[config.mk]
export PLATFORM = sky130hd
export DESIGN_NAME = ddm_norm
export DESIGN_NICKNAME = d
export VERILOG_FILES = /design/src/hdl/ddm_pkg.sv /design/src/hdl/ddm_norm.sv
export SDC_FILE = /design/constraint.sdc
export NUM_CORES = 1
export LEC_CHECK = 0
export BUFFER_PORTS_ARGS = -buffer_cell sky130_fd_sc_hd__clkbuf_2
export CAP_MARGIN = 10
export CORE_ASPECT_RATIO = 0.9
export CORE_MARGIN = 3
export CORE_UTILIZATION = 60
export CTS_CLUSTER_DIAMETER = 100
export DETAILED_ROUTE_END_ITERATION = 6
export PLACE_DENSITY = 0.87
export SYNTH_ARGS = -nofsm -noshare
export SYNTH_HDL_FRONTEND = slang
export SYNTH_SLANG_ARGS = --single-unit
[constraint.sdc]
create_clock -name clk -period 11.9 [get_ports clk]
set_clock_uncertainty 0.1 [all_clocks]
set_input_delay 0 -clock clk [delete_from_list [all_inputs] [get_ports clk]]
set_output_delay 0 -clock clk [all_outputs]
set_load 0.005 [all_outputs]
[src/hdl/ddm_pkg.sv]
// Shared types and constants for the differential drive mixer.
// Holds the item structs, register indexes and pipeline sizing; no dependencies.
package ddm_pkg;

	localparam int unsigned Q_ONE          = 32768;
	localparam int unsigned PERCENT        = 100;
	localparam int unsigned CFG_IDX_W      = 3;
	localparam int unsigned CFG_DATA_W     = 16;
	localparam int unsigned QUO_W          = 16;
	localparam int unsigned STEPS_PER_STG  = 4;
	localparam int unsigned DIV_STAGES     = QUO_W / STEPS_PER_STG;
	localparam int unsigned NORM_STAGES    = DIV_STAGES + 1;

	// One command item
	typedef struct packed {
		logic [15:0] throttle_pulse;
		logic [15:0] steering_pulse;
		logic        host_stop;
		logic        sensor_stop;
	} cmd_t;

	// One result item
	typedef struct packed {
		logic [6:0] left_duty;
		logic       left_reverse;
		logic [6:0] right_duty;
		logic       right_reverse;
	} res_t;

	// Configuration register indexes
	typedef enum logic [CFG_IDX_W-1:0] {
		CFG_MIN_PULSE  = 3'd0,
		CFG_MAX_PULSE  = 3'd1,
		CFG_DEADBAND   = 3'd2,
		CFG_SPEED_GAIN = 3'd3,
		CFG_TRIM       = 3'd4
	} cfg_idx_t;

	// How a normalized value is settled at the end of the divider
	typedef enum logic [1:0] {
		NRM_DIV,
		NRM_LOW,
		NRM_HIGH,
		NRM_CENTER
	} nrm_mode_t;

endpackage

[src/hdl/ddm_norm.sv]
// Pulse normalizer: maps a pulse width to Q1.15 in [-1,1) through a pipelined
// restoring divider. Depends on ddm_pkg.
module ddm_norm import ddm_pkg::*; (
	input  logic               clk,
	input  logic               en,
	input  logic [15:0]        pulse,
	input  logic [15:0]        min_pulse,
	input  logic [15:0]        span,
	input  logic               span_ok,
	output logic signed [15:0] q
);

	logic [15:0]     rem_s  [DIV_STAGES+1];
	logic [QUO_W-1:0] quo_s [DIV_STAGES+1];
	nrm_mode_t       mode_s [DIV_STAGES+1];
	logic [15:0]     rem_nx [DIV_STAGES];
	logic [QUO_W-1:0] quo_nx [DIV_STAGES];
	logic [16:0]     diff;
	nrm_mode_t       mode_in;

	// Offset from the low end and range classification
	always_comb begin
		diff = {1'b0, pulse} - {1'b0, min_pulse};
		if (!span_ok) begin
			mode_in = NRM_CENTER;
		end else if (diff[16]) begin
			mode_in = NRM_LOW;
		end else if (diff[15:0] >= span) begin
			mode_in = NRM_HIGH;
		end else begin
			mode_in = NRM_DIV;
		end
	end

	// Restoring division of offset*65536 by span, four quotient bits per stage
	always_comb begin
		logic [16:0] r2;
		logic [15:0] r;
		logic [QUO_W-1:0] qv;
		for (int k = 0; k < DIV_STAGES; k++) begin
			r  = rem_s[k];
			qv = quo_s[k];
			for (int j = 0; j < STEPS_PER_STG; j++) begin
				r2 = {r, 1'b0};
				if (r2 >= {1'b0, span}) begin
					r2 = r2 - {1'b0, span};
					qv = {qv[QUO_W-2:0], 1'b1};
				end else begin
					qv = {qv[QUO_W-2:0], 1'b0};
				end
				r = r2[15:0];
			end
			rem_nx[k] = r;
			quo_nx[k] = qv;
		end
	end

	// Advance all stages together
	always_ff @(posedge clk) begin
		if (en) begin
			rem_s[0]  <= diff[15:0];
			quo_s[0]  <= '0;
			mode_s[0] <= mode_in;
			for (int k = 0; k < DIV_STAGES; k++) begin
				rem_s[k+1]  <= rem_nx[k];
				quo_s[k+1]  <= quo_nx[k];
				mode_s[k+1] <= mode_s[k];
			end
		end
	end

	// Recenter the quotient, or saturate
	always_comb begin
		unique case (mode_s[DIV_STAGES])
			NRM_DIV:    q = signed'(quo_s[DIV_STAGES] ^ 16'h8000);
			NRM_LOW:    q = 16'sh8000;
			NRM_HIGH:   q = 16'sh7FFF;
			NRM_CENTER: q = 16'sh0000;
			default:    q = 16'sh0000;
		endcase
	end

endmodule

Word-level counts from Yosys, hierarchy flattened
Memory sizes are Yosys's and may differ from the RTL's.
Index checks and enable logic that the tools add are counted.
- input bits: 51
- RAM bits: 170
- memories: 3
- bits in latches: 0
- flip-flop bits (word level): 0
- ROM bits: 0
- memory list (memory ; depth ; width ; read ports ; clocked after memory_dff ; write ports ; line ; RTL):
    quo_s ; 5 ; 16 ; 5 ; 0 ; 5 ; ddm_norm.sv:14 ; logic [QUO_W-1:0] quo_s [DIV_STAGES+1];
    rem_s ; 5 ; 16 ; 4 ; 0 ; 5 ; ddm_norm.sv:13 ; logic [15:0] rem_s [DIV_STAGES+1];
    mode_s ; 5 ; 2 ; 5 ; 0 ; 5 ; ddm_norm.sv:15 ; nrm_mode_t mode_s [DIV_STAGES+1];
- add/subtract/negate cells: 17
- reduce and logical (&&, ||, !) cells: 1
- bitwise gates (word level): 1
- muxes and demuxes: 38
- $lt $le $gt $ge: 17
- equality and inequality tests: 3
- divide/modulo/power cells: 0
- multipliers: 0
- shift-type cells: 0
- operators by type and width (cell ; count):
    17-bit by 16-bit greater-or-equal comparator with 1-bit output ; 16
    16-bit two-way mux ; 16
    16-bit subtractor ; 16
    16-bit case mux with 4 select lines ; 1
    1-bit two-way mux ; 18
    16-bit by 16-bit subtractor with 17-bit output ; 1
    16-bit greater-or-equal comparator ; 1
    2-bit two-way mux ; 3
    2-bit == test, second input constant ; 2
    2-bit by 1-bit == test with 1-bit output, second input constant ; 1
    2-bit zero test ; 1
    1-bit NOT ; 1

Longest topological paths before layout
- depth in word-level cells: 8
- depth in mapped cells: 49
- gate-level depth less buffers: 45

Worst setup path before layout
No wires, ideal clock.
- path type: input-to-reg
- from: in span[1]
- to: mem rem_s[3][7], in the netlist rem_s[0][55], data pin
- setup slack: 1.240 ns
- buffers on the path: 6
- cell stages on the path: 44
- setup time: 0.260 ns
- data arrival time: 10.301 ns
- path through: clkbuf_1 inv_1 ha_1 nor2b_1 o31ai_1 a21oi_1 nor3_1 o31a_1 clkbuf_1 clkbuf_1 mux2_2 ha_1 o21a_1 o31a_1 o21ai_0 a2111oi_0 o31ai_1 a21oi_1 (+8 left out) a221oi_1 o21ai_0 a221oi_4 clkbuf_1 nor2_1 ha_1 nor2b_1 o21a_1 o21ai_0 a31oi_1 o31ai_1 a21oi_1 o31ai_1 a21oi_1 nor3_1 a21oi_2 buf_4 mux2_2
- RTL lines (item ; line ; RTL):
    start: declaration ; ddm_norm.sv:8 ; input logic [15:0] span,
    end: declaration ; ddm_norm.sv:13 ;

==> flow_metrics.env <==
export IMPL_design_area_um2=19700
export IMPL_cp_end_kind="flip-flop"
export IMPL_cts_clk_slew_worst_paths_ns=0.06
export IMPL_period_needed_ns=11.07
export IMPL_path_class="flip-flop to flip-flop"
export IMPL_grt_usage_pct=32.9
export IMPL_overflow=0
export IMPL_synth_distinct_cells=82
export IMPL_maxCapViolCount=0
export IMPL_setup_viol=0
export IMPL_rsz0062_at_grt="no"
export IMPL_status="finished, final reports clean"
export IMPL_io_buffers=66
export IMPL_dr_pass1_iters=6
export IMPL_worst_pin_slew_ns=1.09
export IMPL_vias=17200
export IMPL_io_pins=67
export IMPL_drive_above_1_share_pct=14.4
export IMPL_start_util_pct=61.7
export IMPL_dp_cells=2557
export IMPL_critPathMaxFanout=24
export IMPL_hpwlAfterDp_um=40700
export IMPL_placed_area_um2=19000
export IMPL_cts_path_max_buffers=2
export IMPL_dieArea_um2=32200
export IMPL_gp_congestion=0.997
export IMPL_fin_tns_setup_ns=0
export IMPL_fp_dieW_um=189
export IMPL_hold_path_class="input pin to flip-flop"
export IMPL_clock_sinks=114
export IMPL_drt_wl_total_um=53800
export IMPL_synth_edff_count=114
export IMPL_cts_tree="built"
export IMPL_maxSlewHeadroom_pct=27.2
export IMPL_synth_nets=2425
export IMPL_fin_nets=2531
export IMPL_synth_flop_cell="edfxtp_1"
export IMPL_grt_pass1_vias=16700
export IMPL_drtIter0Drc=1521
export IMPL_layout_common_cells="ha_1 (276), a21oi_1 (192), nor2_1 (177)"
export IMPL_grt_max_degree=76
export IMPL_viasPerCell=6.60
export IMPL_insertion_delay_ns=0.45
export IMPL_synth_seq_cells=114
export IMPL_antenna_found_initial=1
export IMPL_core_um2=29200
export IMPL_grt_pass1_wl_um=85100
export IMPL_cts_htree_levels=4
export IMPL_post_route_period_util_pct=93.0
export IMPL_area_growth_pct=9.49
export IMPL_cp_arrival_ns=11.16
export IMPL_mostFrequentLayoutCell="ha_1"
export IMPL_synth_warnings=0
export IMPL_ys_async_sr_fraction_pct=0
export IMPL_hold_viol=0
export IMPL_cts_buffers=17
export IMPL_startpoint_type="flip-flop"
export IMPL_syn_area_um2=18000
export IMPL_stdcell_count=2609
export IMPL_synth_yosys_seq_area_share_pct=19.0
export IMPL_max_freq_mhz=90.3
export IMPL_cp_slowest_cell="edfxtp_1"
export IMPL_ant_nets=0
export IMPL_num_rows=59
export IMPL_critPathRequiredTime_ns=11.99
export IMPL_syn_inst=2093
export IMPL_cpPeakStageDelay_ns=0.45
export IMPL_die_h_um=170
export IMPL_final_util_pct=67.5
export IMPL_drc=0
export IMPL_maxSlewViolCount=0
export IMPL_postSynthAreaPerCell_um2=8.61
export IMPL_wl_per_cell_um=20.6
export IMPL_ctsRootBufferMaster="clkbuf_16"
## path summary, 6_finish.rpt
kind	startpoint	endpoint	slack, ns	cells after the start
worst min register to register	quo_s[0][59]	quo_s[0][79]	0.31	0
worst min-delay path	pulse[2]	rem_s[0][2]	0.002	3
worst max register to register	rem_s[0][32]	rem_s[0][52]	0.83	39
worst max-delay path	rem_s[0][32]	rem_s[0][52]	0.83	39
## synthesized netlist by cell type, types with 7 or more instances
cell       number  area share [%]
ha_1          276              19
a21oi_1       192             5.3
nor2_1        177             3.7
o21ai_0       129             3.6
xnor2_1       128             6.2
nand2_1       121             2.5
mux2_2        116             7.2
edfxtp_1      114              19
inv_1          88             1.8
a21o_1         85             3.5
xor2_1         66             3.2
nor3_1         56             1.6
o21a_1         44             1.8
nand4_1        38             1.3
nand3_1        35            0.97
nor2b_1        34             1.2
o21bai_1       33             1.4
nand2b_1       30             1.0
o31ai_1        26             1.1
clkbuf_1       24            0.50
a211oi_1       17            0.71
a31oi_1        17            0.59
and3_1         15            0.52
mux2_4         15             1.2
or2_2          15            0.52
and2_1         13            0.45
o211ai_1       12            0.50
a21boi_0       10            0.42
a2111oi_0       8            0.39
mux2i_1         8            0.44
a211o_1         7            0.34
buf_2           7            0.19
## stage by stage
step,setup WS (ns),hold slack (ns)
after detailed placement,0.728,0.151
final,0.831,0.00183
after floorplan,1.24,0.0125
after global routing,0.130,0.0125
after CTS,0.674,0.00100
after global placement,1.02,0.145
## registers in the layout, indices dropped and copies added, names as in the netlist
register,flops
mode_s,10
quo_s,40
rem_s,64
## worst max-delay path: cells and delay by family, from the launching register on
family	cells	cell delay (ns)
AO/OA/AOI/OAI	23	5.93
adder cells (fa/ha/maj)	4	1.35
AND/OR/NAND/NOR	6	1.16
multiplexers	3	1.06
buffers and inverters	3	0.75
flip-flops	1	0.45
## cells by family after synthesis
group	after synthesis	synth area share, %
multiplexers	144	9.25
flip-flops	114	19.0
AO/OA/AOI/OAI	663	24.6
adder cells (fa/ha/maj)	281	19.7
buffers and inverters	131	2.93
XOR/XNOR	194	9.43
AND/OR/NAND/NOR	566	15.1
## cell type report
| cell class | count | area, um^2 |
|---|---|---|
| Multi-Input combinational cell | 1848 | 14100 |
| Fill cell | 2368 | 9500 |
| Sequential cell | 114 | 3420 |
| Timing Repair Buffer | 124 | 803 |
| Tap cell | 396 | 495 |
| Clock buffer | 17 | 425 |
| Inverter | 94 | 358 |
| Clock inverter | 15 | 143 |
| Antenna cell | 1 | 2.50 |
## routing by layer
metal,wire [um],part of all wire (%),track usage (%),vias up
li1,-,-,-,8131
met1,21900,41,41.1,8038
met2,24500,46,55.2,864
met3,4350,8.1,4.98,193
met4,3050,5.7,17.7,0
met5,0,0,0,-
## what timing repair did
action	4_1_cts	5_1_grt
buffers inserted	0	5
endpoints found under the hold margin	50	0
gates resized for setup	0	2
setup endpoints to repair	0	19
hold buffers	14	0
Power is left out: the tool's default activity adds up to more than one toggle a clock period on the data nets, which glitch-free logic cannot reach.
